$ cat config.mk
export PLATFORM = sky130hd
export DESIGN_NAME = reversible_fifo_with_search_core_flat
export DESIGN_NICKNAME = d
export VERILOG_FILES = /design/src/hw/rtl/rfs_pkg.sv /design/src/hw/rtl/rfs_if.sv /design/src/hw/rtl/rfs_ram.sv /design/src/hw/rtl/reversible_fifo_with_search_core.sv /design/src/flat_wrapper.sv
export SDC_FILE = /design/constraint.sdc
export NUM_CORES = 1
export LEC_CHECK = 0
export ABC_AREA = 1
export BUFFER_PORTS_ARGS = -buffer_cell sky130_fd_sc_hd__buf_2
export CAP_MARGIN = 30
export CORE_MARGIN = 5
export CORE_UTILIZATION = 58
export CTS_BUF_LIST = sky130_fd_sc_hd__clkbuf_4 sky130_fd_sc_hd__clkbuf_8
export DETAILED_ROUTE_END_ITERATION = 8
export PLACE_DENSITY = 0.75
export SYNTH_ARGS = -nofsm -noshare
export SYNTH_HDL_FRONTEND = slang
export SYNTH_HIERARCHICAL = 1
export SYNTH_SLANG_ARGS = --single-unit
$ cat constraint.sdc
create_clock -name clk -period 7.2 [get_ports clk]
set_clock_uncertainty 0.15 [all_clocks]
set_input_delay 1.44 -clock clk [delete_from_list [all_inputs] [get_ports clk]]
set_output_delay 1.44 -clock clk [all_outputs]
set_load 0.03 [all_outputs]
$ cat src/hw/rtl/rfs_pkg.sv
`timescale 1ns / 1ps
// Shared widths, operation codes and types for the reversible search FIFO.
package rfs_pkg;

    localparam int WORD_W        = 32;
    localparam int OP_W          = 2;
    localparam int OCC_W         = 5;
    localparam int FOUND_W       = 5;
    localparam int DEPTH_DEFAULT = 16;

    typedef logic [OP_W-1:0]    op_t;
    typedef logic [WORD_W-1:0]  word_t;
    typedef logic [OCC_W-1:0]   occ_t;
    typedef logic [FOUND_W-1:0] found_t;

    localparam op_t OP_ENQ  = 2'd0;
    localparam op_t OP_DEQ  = 2'd1;
    localparam op_t OP_REV  = 2'd2;
    localparam op_t OP_FIND = 2'd3;

    // All-ones words stand for -1 in the result fields.
    localparam word_t  WORD_EMPTY = '1;
    localparam found_t FOUND_NONE = '1;

endpackage

$ cat src/hw/rtl/rfs_if.sv
`timescale 1ns / 1ps
// Valid/ready channel interfaces for operation requests and status results.
interface rfs_in_if
    import rfs_pkg::*;
();
    logic               valid;
    logic               ready;
    op_t                op;
    logic signed [31:0] value;

    modport source (output valid, output op, output value, input ready);
    modport sink   (input valid, input op, input value, output ready);
endinterface

interface rfs_out_if
    import rfs_pkg::*;
();
    logic               valid;
    logic               ready;
    logic signed [31:0] front_value;
    logic signed [31:0] back_value;
    occ_t               occupancy;
    logic signed [4:0]  found_index;
    logic               overflow_drop;

    modport source (output valid, output front_value, output back_value, output occupancy,
                    output found_index, output overflow_drop, input ready);
    modport sink   (input valid, input front_value, input back_value, input occupancy,
                    input found_index, input overflow_drop, output ready);
endinterface

$ cat src/hw/rtl/rfs_ram.sv
`timescale 1ns / 1ps
// Generic single-write, single-read RAM with registered read data.
module rfs_ram #(
    parameter int WIDTH = 32,
    parameter int DEPTH = 16
) (
    input  logic                             clk,
    input  logic                             wr_en,
    input  logic [$clog2(DEPTH)-1:0]         wr_addr,
    input  logic [WIDTH-1:0]                 wr_data,
    input  logic                             rd_en,
    input  logic [$clog2(DEPTH)-1:0]         rd_addr,
    output logic [WIDTH-1:0]                 rd_data
);

    logic [WIDTH-1:0] mem [DEPTH];

    always_ff @(posedge clk)
    begin
        if (wr_en)
        begin
            mem[wr_addr] <= wr_data;
        end
    end

    // Hold read data while no read is issued.
    always_ff @(posedge clk)
    begin
        if (rd_en)
        begin
            rd_data <= mem[rd_addr];
        end
    end

endmodule

$ cat src/hw/rtl/reversible_fifo_with_search_core.sv
`timescale 1ns / 1ps
// Top level of the reversible FIFO with value search.
// Usage
//   cmd carries one request per transfer: op selects enqueue, dequeue,
//   reverse or find, and value is the word to enqueue or to look for.
//   rsp returns exactly one status transfer per request: front and back
//   words (-1 when empty), occupancy, the index of the first match for a
//   find (-1 otherwise or when absent) and the overflow drop flag.
// Operation sequence
//   Enqueue, dequeue and reverse show their status on rsp after the
//   operation cycle, reads of the front and back slots on the single RAM
//   read port and a final state that loads the output register once it is
//   free. Find first walks the stored words one per cycle through the same
//   port, stopping at the first match, before the same reads. One request is
//   in flight at a time and cmd.ready is high only while idle; the block
//   returns to idle as the status is loaded into the output register.
// Reset
//   rst_n clears head, count and direction at once; the word store keeps its contents.
// Backpressure
//   The status sits in an output register, so a new request is taken while
//   rsp is stalled; the block then holds the next status until it drains.
module reversible_fifo_with_search_core
    import rfs_pkg::*;
#(
    parameter int DEPTH = DEPTH_DEFAULT
) (
    input  logic      clk,
    input  logic      rst_n,
    rfs_in_if.sink    cmd,
    rfs_out_if.source rsp
);

    localparam int AW = $clog2(DEPTH);
    localparam int CW = $clog2(DEPTH + 1);
    localparam logic [AW:0]   DEPTH_W = (AW + 1)'(DEPTH);
    localparam logic [CW-1:0] DEPTH_C = CW'(DEPTH);

    localparam logic [2:0] S_IDLE = 3'd0;
    localparam logic [2:0] S_FIND = 3'd1;
    localparam logic [2:0] S_RDF  = 3'd2;
    localparam logic [2:0] S_RDB  = 3'd3;
    localparam logic [2:0] S_DONE = 3'd4;

    // Physical slot of logical position pos, taken modulo DEPTH.
    // pos is at most DEPTH, so one correction step suffices.
    function automatic logic [AW-1:0] slot_of(input logic [AW-1:0] head,
                                              input logic [CW-1:0] pos,
                                              input logic          rev);
        logic [AW:0] h;
        logic [AW:0] p;
        logic [AW:0] s;
        h = {1'b0, head};
        p = (AW + 1)'(pos);
        if (rev)
        begin
            if (h >= p)
            begin
                s = h - p;
            end
            else
            begin
                s = h + DEPTH_W - p;
            end
        end
        else
        begin
            s = h + p;
            if (s >= DEPTH_W)
            begin
                s = s - DEPTH_W;
            end
        end
        return s[AW-1:0];
    endfunction

    // Control state
    logic [2:0]    state_reg, state_next;
    logic [AW-1:0] head_reg, head_next;
    logic [CW-1:0] count_reg, count_next;
    logic          rev_reg, rev_next;
    logic [CW-1:0] issue_reg, issue_next;
    logic          cmp_valid_reg, cmp_valid_next;
    logic          rsp_valid_reg, rsp_valid_next;

    // Payload state
    word_t         value_reg, value_next;
    logic [AW-1:0] cmp_idx_reg, cmp_idx_next;
    found_t        found_reg, found_next;
    logic          drop_reg, drop_next;
    word_t         front_reg, front_next;
    word_t         out_front_reg, out_front_next;
    word_t         out_back_reg, out_back_next;
    occ_t          out_occ_reg, out_occ_next;
    found_t        out_found_reg, out_found_next;
    logic          out_drop_reg, out_drop_next;

    // RAM port
    logic          wr_en;
    logic [AW-1:0] wr_addr;
    word_t         wr_data;
    logic          rd_en;
    logic [AW-1:0] rd_addr;
    word_t         rd_data;

    logic [CW-1:0] last_pos;

    rfs_ram #(
        .WIDTH (WORD_W),
        .DEPTH (DEPTH)
    ) u_store (
        .clk     (clk),
        .wr_en   (wr_en),
        .wr_addr (wr_addr),
        .wr_data (wr_data),
        .rd_en   (rd_en),
        .rd_addr (rd_addr),
        .rd_data (rd_data)
    );

    // Logical position of the back word; clamp to zero when empty.
    assign last_pos = (count_reg == '0) ? '0 : count_reg - 1'b1;

    assign cmd.ready = (state_reg == S_IDLE);

    assign rsp.valid         = rsp_valid_reg;
    assign rsp.front_value   = $signed(out_front_reg);
    assign rsp.back_value    = $signed(out_back_reg);
    assign rsp.occupancy     = out_occ_reg;
    assign rsp.found_index   = $signed(out_found_reg);
    assign rsp.overflow_drop = out_drop_reg;

    always_comb
    begin
        state_next     = state_reg;
        head_next      = head_reg;
        count_next     = count_reg;
        rev_next       = rev_reg;
        issue_next     = issue_reg;
        cmp_valid_next = cmp_valid_reg;
        value_next     = value_reg;
        cmp_idx_next   = cmp_idx_reg;
        found_next     = found_reg;
        drop_next      = drop_reg;
        front_next     = front_reg;
        out_front_next = out_front_reg;
        out_back_next  = out_back_reg;
        out_occ_next   = out_occ_reg;
        out_found_next = out_found_reg;
        out_drop_next  = out_drop_reg;

        wr_en   = 1'b0;
        wr_addr = slot_of(head_reg, count_reg, rev_reg);
        wr_data = word_t'(cmd.value);
        rd_en   = 1'b0;
        rd_addr = head_reg;

        // Drop the held status once the receiver takes it.
        rsp_valid_next = rsp_valid_reg && !rsp.ready;

        case (state_reg)
            S_IDLE:
            begin
                if (cmd.valid)
                begin
                    value_next     = word_t'(cmd.value);
                    found_next     = FOUND_NONE;
                    drop_next      = 1'b0;
                    issue_next     = '0;
                    cmp_valid_next = 1'b0;
                    state_next     = S_RDF;
                    case (cmd.op)
                        OP_ENQ:
                        begin
                            if (count_reg == DEPTH_C)
                            begin
                                drop_next = 1'b1;
                            end
                            else
                            begin
                                wr_en      = 1'b1;
                                count_next = count_reg + 1'b1;
                            end
                        end
                        OP_DEQ:
                        begin
                            if (count_reg != '0)
                            begin
                                head_next  = slot_of(head_reg, CW'(1), rev_reg);
                                count_next = count_reg - 1'b1;
                            end
                        end
                        OP_REV:
                        begin
                            // The old back becomes the head; flip the walk direction.
                            if (count_reg != '0)
                            begin
                                head_next = slot_of(head_reg, last_pos, rev_reg);
                                rev_next  = !rev_reg;
                            end
                        end
                        OP_FIND:
                        begin
                            state_next = S_FIND;
                        end
                        default:
                        begin
                            state_next = S_RDF;
                        end
                    endcase
                end
            end

            S_FIND:
            begin
                // Issue one read per cycle and compare the word read the cycle before.
                rd_en          = (issue_reg < count_reg);
                rd_addr        = slot_of(head_reg, issue_reg, rev_reg);
                cmp_valid_next = rd_en;
                cmp_idx_next   = issue_reg[AW-1:0];
                if (rd_en)
                begin
                    issue_next = issue_reg + 1'b1;
                end
                if (cmp_valid_reg && (rd_data == value_reg))
                begin
                    found_next = FOUND_W'(cmp_idx_reg);
                    state_next = S_RDF;
                end
                else if (!rd_en && !cmp_valid_reg)
                begin
                    state_next = S_RDF;
                end
            end

            S_RDF:
            begin
                rd_en      = 1'b1;
                rd_addr    = head_reg;
                state_next = S_RDB;
            end

            S_RDB:
            begin
                rd_en      = 1'b1;
                rd_addr    = slot_of(head_reg, last_pos, rev_reg);
                front_next = rd_data;
                state_next = S_DONE;
            end

            S_DONE:
            begin
                // Hold here until the output register is free.
                if (!rsp_valid_reg || rsp.ready)
                begin
                    rsp_valid_next = 1'b1;
                    out_front_next = (count_reg == '0) ? WORD_EMPTY : front_reg;
                    out_back_next  = (count_reg == '0) ? WORD_EMPTY : rd_data;
                    out_occ_next   = OCC_W'(count_reg);
                    out_found_next = found_reg;
                    out_drop_next  = drop_reg;
                    state_next     = S_IDLE;
                end
            end

            default:
            begin
                state_next = S_IDLE;
            end
        endcase
    end

    always_ff @(posedge clk or negedge rst_n)
    begin
        if (!rst_n)
        begin
            state_reg     <= S_IDLE;
            head_reg      <= '0;
            count_reg     <= '0;
            rev_reg       <= 1'b0;
            issue_reg     <= '0;
            cmp_valid_reg <= 1'b0;
            rsp_valid_reg <= 1'b0;
        end
        else
        begin
            state_reg     <= state_next;
            head_reg      <= head_next;
            count_reg     <= count_next;
            rev_reg       <= rev_next;
            issue_reg     <= issue_next;
            cmp_valid_reg <= cmp_valid_next;
            rsp_valid_reg <= rsp_valid_next;
        end
    end

    always_ff @(posedge clk)
    begin
        value_reg     <= value_next;
        cmp_idx_reg   <= cmp_idx_next;
        found_reg     <= found_next;
        drop_reg      <= drop_next;
        front_reg     <= front_next;
        out_front_reg <= out_front_next;
        out_back_reg  <= out_back_next;
        out_occ_reg   <= out_occ_next;
        out_found_reg <= out_found_next;
        out_drop_reg  <= out_drop_next;
    end

endmodule

$ cat src/flat_wrapper.sv
// flat-port wrapper written by rule: the top's interface ports become plain ports
module reversible_fifo_with_search_core_flat import rfs_pkg::*;
#(
    parameter int DEPTH = DEPTH_DEFAULT
)
  (clk, rst_n, cmd_valid, cmd_op, cmd_value, cmd_ready, rsp_valid, rsp_front_value, rsp_back_value, rsp_occupancy, rsp_found_index, rsp_overflow_drop, rsp_ready);
  rfs_in_if cmd_i ();
  rfs_out_if rsp_i ();
  input  logic clk;
  input  logic rst_n;
  input wire logic [$bits(cmd_i.valid)-1:0] cmd_valid;
  input wire logic [$bits(cmd_i.op)-1:0] cmd_op;
  input wire logic [$bits(cmd_i.value)-1:0] cmd_value;
  output wire logic [$bits(cmd_i.ready)-1:0] cmd_ready;
  output wire logic [$bits(rsp_i.valid)-1:0] rsp_valid;
  output wire logic [$bits(rsp_i.front_value)-1:0] rsp_front_value;
  output wire logic [$bits(rsp_i.back_value)-1:0] rsp_back_value;
  output wire logic [$bits(rsp_i.occupancy)-1:0] rsp_occupancy;
  output wire logic [$bits(rsp_i.found_index)-1:0] rsp_found_index;
  output wire logic [$bits(rsp_i.overflow_drop)-1:0] rsp_overflow_drop;
  input wire logic [$bits(rsp_i.ready)-1:0] rsp_ready;
  assign cmd_i.valid = cmd_valid;
  assign cmd_i.op = cmd_op;
  assign cmd_i.value = cmd_value;
  assign cmd_ready = cmd_i.ready;
  assign rsp_valid = rsp_i.valid;
  assign rsp_front_value = rsp_i.front_value;
  assign rsp_back_value = rsp_i.back_value;
  assign rsp_occupancy = rsp_i.occupancy;
  assign rsp_found_index = rsp_i.found_index;
  assign rsp_overflow_drop = rsp_i.overflow_drop;
  assign rsp_i.ready = rsp_ready;
  reversible_fifo_with_search_core #(.DEPTH(DEPTH)) u_core (.clk(clk), .rst_n(rst_n), .cmd(cmd_i), .rsp(rsp_i));
endmodule
======== Yosys cells after proc, flatten, opt, wreduce, memory -nomap -nowiden ========
Memories as Yosys holds them, arrays and structs flattened. A register that Yosys moved wholly into a read port is not among the register bits.
Index checks and enable logic that the tools add are counted.
storage, ports and cells
  flip-flop bits (word level) ............. 169
  RAM bits ................................ 512
  memories ................................ 1
memory list
  memory              depth  bits a word  rd ports  clocked after memory_dff  wr ports  RTL line       source
  u_core.u_store.mem  16     32           1         1                         1         rfs_ram.sv:16  logic [WIDTH-1:0] mem [DEPTH];
cells by class
  add/subtract/negate cells ............... 20
  $lt $le $gt $ge ......................... 9
  eq/ne operators ......................... 17
  muxes and demuxes ....................... 44
  reduce and logical (&&, ||, !) cells .... 26
operators with widths
  kind                                                                      count
  4-bit 2-to-1 mux                                                          14
  5-bit 2-to-1 mux                                                          7
  32-bit == test                                                            1
  5-bit one-hot mux with 2 select lines                                     3
  4-bit by 1-bit subtractor with 4-bit output (second input constant)       6
  4-bit subtractor                                                          6
  5-bit greater-or-equal comparator (second input constant)                 4
  4-bit one-hot mux with 2 select lines                                     2
  4-bit by 5-bit adder with 5-bit output                                    3
  4-bit by 5-bit greater-or-equal comparator with 1-bit output              3
  3-bit one-hot mux with 5 select lines                                     1
  3-bit 2-to-1 mux                                                          4
  5-bit by 1-bit adder with 5-bit output (second input constant)            2
  1-bit 2-to-1 mux                                                          10
  2-bit by 1-bit inequality test with 1-bit output (second input constant)  5
  5-bit AND reduction                                                       2
  3-bit AND reduction                                                       3
  3-bit by 2-bit == test with 1-bit output (second input constant)          2
  2-bit AND reduction                                                       3
  2-bit nonzero test                                                        3
  4-bit by 1-bit adder with 5-bit output (second input constant)            1
  5-bit == test (second input constant)                                     1
  1-bit logical NOT                                                         5
  5-bit logical NOT                                                         1
  other kinds (19)                                                          24

======== Logic depth before layout (Yosys ltp) ========
  depth after elaboration ................. 8
  depth in mapped cells ................... 24

======== By module ========
Netlist, hierarchy kept.
by module, submodules not included
  module                            times used  cells an instance  area each (sq um)  sequential area each (sq um)
  rfs_ram                           1           2120               23050.9            16335.7
  reversible_fifo_with_search_core  1           626                7420.9             4974.8

======== Worst setup path before layout ========
Ideal clock, no wire load.
  path kind ............................... input port to flip-flop
  start point ............................. in rsp_ready
  end point ............................... reg u_core.out_back_reg[0], in the netlist u_core/rsp.back_value[0], enable pin
  setup time .............................. 533 ps
  arrival ................................. 5149 ps
  required time ........................... 6517 ps
  slack ................................... 1368 ps
  cell stages on the path ................. 2
  buffers on the path ..................... 0
  cells stage by stage .................... inv_1 -> a21oi_1
between the ends
  longest elaborated chain between the ends .. 2
RTL lines
  what                                  RTL line                                 source
  start: declaration                    flat_wrapper.sv:21                       input wire logic [$bits(rsp_i.ready)-1:0] rsp_ready;
  1-bit logical OR                      reversible_fifo_with_search_core.sv:253  if (!rsp_valid_reg || rsp.ready)
  2-bit AND reduction (no source line)  -
  end signal: assignment                reversible_fifo_with_search_core.sv:304  out_back_reg <= out_back_next;
  end: declaration                      reversible_fifo_with_search_core.sv:92   word_t out_back_reg, out_back_next;
No other way between the ends.
A chain may end at the register's enable or synchronous reset.

======== Worst setup path after layout ========
  start point ............................. reg u_core.count_reg[0]
  end point ............................... reg u_core.u_store.rd_data[22] (read register of u_core.u_store.mem) (data pin)
between the ends
  longest elaborated chain between the ends .. 7
RTL lines
  what                                                                                              RTL line                                                                        source
  start: declaration                                                                                reversible_fifo_with_search_core.sv:79                                          logic [CW-1:0] count_reg, count_next;
  start signal: assignment                                                                          reversible_fifo_with_search_core.sv:288                                         count_reg <= count_next;
  5-bit by 1-bit subtractor with 5-bit output or 5-bit logical NOT (tied branches)                  reversible_fifo_with_search_core.sv:121                                         assign last_pos = (count_reg == '0) ? '0 : count_reg - 1'b1;
  5-bit 2-to-1 mux *                                                                                reversible_fifo_with_search_core.sv:121
  4-bit by 5-bit adder with 5-bit output                                                            reversible_fifo_with_search_core.sv:67                                          s = h + p;
  4-bit by 1-bit subtractor with 4-bit output or 5-bit greater-or-equal comparator (tied branches)  reversible_fifo_with_search_core.sv:70, reversible_fifo_with_search_core.sv:68
  4-bit 2-to-1 mux                                                                                  reversible_fifo_with_search_core.sv:68                                          if (s >= DEPTH_W)
  4-bit 2-to-1 mux *                                                                                -
  4-bit one-hot mux with 2 select lines *                                                           reversible_fifo_with_search_core.sv:160                                         case (state_reg)
  via u_core.rd_addr[1]                                                                             reversible_fifo_with_search_core.sv:102                                         logic [AW-1:0] rd_addr;
  end: declaration                                                                                  rfs_ram.sv:13                                                                   output logic [WIDTH-1:0] rd_data
Mark *: on every way through the listed nets, which the timed path passes. The rest lies on a longest branch.

==> metrics.yaml <==
wl_per_cell_um: 20.0
ys_warn_count: 6
path_clk_slew_ns: 0.06
place_congestion: 0.818
crit_fanout: 76
synth_area_sq_um: 30500
cts_hold_buf: 0
finalWorstSetupSlack_ns: 1.67
firstDrtPassIters: 6
hpwl_um: 39500
cts_setup_buffers: 0
grt.overflow.total: 0
synthCells: 2746
placementRows: 84
cp.arrival_ns: 5.93
vias: 20200
synthMuxAreaShare: 0
drc: 0
synth_top_family_by_area: "simple AND/OR/NAND/NOR gates"
tightest_slew_ns: 1.00
start_kind: "flop"
synth_cell_types: 38
synth-compound-area-share: 0.0101
reg2reg_from: "u_core/count_reg[0]"
status: "finished clean"
cp.required_ns: 7.60
p_per_area_nw_per_um2: 484
min_period_over_period: 0.769
grt_pass1_vias: 20100
largest_register: "u_core/u_store/mem"
final-setup-viol-count: 0
cts_tree: "built"
synth_sequential_area_ratio: 0.699
postPlaceCellArea_sq_um: 31600
grt_util_all_layers: 0.256
grt_pass1_wl_um: 112000
core_area_sq_um: 52300
layout_min_cycle_time_ns: 5.53
clk_latency_ns: 0.69
port_buffers: 114
holdWs_ns: 0.268
io_pins: 115
drtIter0Drc: 2087
ctsResizeCount: 0
nets: 2950
die_h_um: 239
vdd_drop_max_mv: 0.660
max_freq_mhz: 181
worstSetupEndpoint: "u_core/u_store/rd_data[22]"
n_fill_cell: 3781
min_path_type: "flop to flop"
dieArea_sq_um: 57200
synth_xor_area_frac: 0.00805
final_cell_area_sq_um: 33800
tns_ns: 0
multi_input_area_sq_um: 6830
area.sequential_sq_um: 21300
die_w_um: 239
synth_top_cell_by_area: "edfxtp_1"
yosys.area_share.simple: 0.189
r2r_end: "u_core/u_store/rd_data[22]"
drv_slew: 0
area_growth_pct: 10.8
antenna_found_initial: 7
r2r_slack_ns: 1.67
synth-seq-cells: 713
place_ws_ns: 1.82
startpoint: "u_core/count_reg[0]"
htreeDepth: 3
postRouteAntennaNets: 0
cap_violations: 0
start_util: 0.582
cts-root-buf: "clkbuf_8"
largest_register_ffs: 512
worstSetupPathType: "flop to flop"
ys_top_cells_by_area: "edfxtp_1 (68%), nand2_1 (10%), nand3_1 (6.7%), inv_1 (5.7%), dfrtp_1 (1.6%)"
dp.cells: 3466
finalHoldViolCount: 0
layoutNonFillerInstCount: 3666
cts_buffers: 106
power.leakage_nw: 14.2
cts_num_sinks: 713
wl_um: 73500
synth_fp_nets: 2809
r2r_cells: 15
critical_path.endpoint_type: "flop"
syn_area_per_cell_sq_um: 11.1
rsz0062_at_grt: "no"
drive_gt1_frac: 0.137
slew-limit-headroom: 0.332
grt_start_max_net_pins: 178
clockBufferDepth: 3
synth_fa_ha_area_frac: 0.0113
viasPerCell: 5.50
synth_top_area_share: 0.683
-- report_power, final --
part,switching (W),internal [W],total (W)
combinational,0.00534,0.00219,0.00752
sequential,0.000304,0.00531,0.00561
clock,0.00148,0.00171,0.00319
total,0.00712,0.00921,0.0163
-- cells by family (layout without fill, tap and decap cells) --
logic type | Yosys count | in the layout
XOR/XNOR | 28 | 28
buffers and inverters | 586 | 812
flip-flops | 713 | 713
adder cells (fa/ha/maj) | 25 | 25
AO/OA/AOI/OAI | 55 | 55
AND/OR/NAND/NOR | 1339 | 1339
other | 0 | 6
-- worst min-delay path by stage --
stage | start | to | slack [ns] | depth (start not counted)
global route | u_core/drop_reg | u_core/rsp.overflow_drop | 0.29 | 0
finish | u_core/drop_reg | u_core/rsp.overflow_drop | 0.27 | 0
floorplan | u_core/found_reg[0] | u_core/rsp.found_index[0] | 0.25 | 0
detailed placement | u_core/drop_reg | u_core/rsp.overflow_drop | 0.26 | 0
global placement | u_core/found_reg[3] | u_core/rsp.found_index[3] | 0.25 | 0
CTS | u_core/drop_reg | u_core/rsp.overflow_drop | 0.27 | 0
-- layer usage --
| metal | global-route usage | vias to the layer above | wire length (um) |
|---|---|---|---|
| met3 | 0.0508 | 213 | 7950 |
| met2 | 0.417 | 1136 | 34900 |
| met4 | 0.111 | 0 | 2840 |
| met1 | 0.339 | 9577 | 27700 |
| li1 | - | 9254 | - |
| met5 | 0 | - | 0 |
-- cells in the final DEF (no fill, tap or decap), types with 4 or more instances in the layout --
cell	netlist	layout
xnor2_1	12	12
nand3b_1	4	4
clkbuf_8	0	113
clkinv_1	0	25
edfxtp_1	693	693
nor2_1	55	38
a21oi_1	10	9
inv_2	6	5
diode_2	0	6
nor2_4	2	19
fa_1	4	4
clkbuf_4	0	38
nand2_1	812	812
buf_2	42	114
xor2_1	16	16
dfrtp_1	20	20
or2_2	51	51
nand3_1	406	405
clkinv_2	0	14
ha_1	21	21
buf_4	7	32
o21ai_0	31	30
inv_1	462	461
-- worst max-delay path: stages (launching register included) --
cell and delay [ns]:
dfrtp_1 0.47, inv_1 0.20, ha_1 0.27, nand3_2 0.63, nand2_1 0.30, ha_1 0.26, nand2_1 0.06, o21ai_0 0.15
fa_1 0.57, o221ai_4 0.26, buf_4 0.62, buf_4 0.84, nand3_1 0.19, nand3_1 0.15, nand3_1 0.09, nand2_1 0.09
-- area by class of cell --
class	count	area share
flip-flops and latches	713	0.631
multi-input cells	1447	0.202
clock buffers	151	0.0545
inverters	470	0.0526
repair buffers	149	0.0262
well taps	688	0.0255
clock inverters	42	0.00701
diodes	6	0.000445
-- metrics by stage --
stage / total power, W / util
after detailed placement: 0.0130 / 0.604
final: 0.0163 / 0.645
after global placement: 0.0127 / 0.604
after global routing: 0.0173 / 0.645
after CTS: 0.0162 / 0.644
after floorplan: 0.0112 / -
-- cells in the mapped netlist (all sizes together) --
| library cell | count |
|---|---|
| ha | 21 |
| xnor2 | 12 |
| o31ai | 2 |
| a31oi | 2 |
| nor3 | 2 |
| a21oi | 10 |
| or2 | 51 |
| nand3 | 408 |
| o221ai | 2 |
| o21ai | 33 |
| nand4 | 3 |
| a22oi | 1 |
| nor2 | 58 |
| fa | 4 |
| xor2 | 16 |
| clkbuf | 23 |
| a211oi | 1 |
| inv | 469 |
| nand3b | 4 |
| o211ai | 2 |
| edfxtp | 693 |
| buf | 93 |
| o22ai | 2 |
| clkinv | 1 |
| nand2 | 813 |
| dfrtp | 20 |
(Power assumes the default switching activity.)
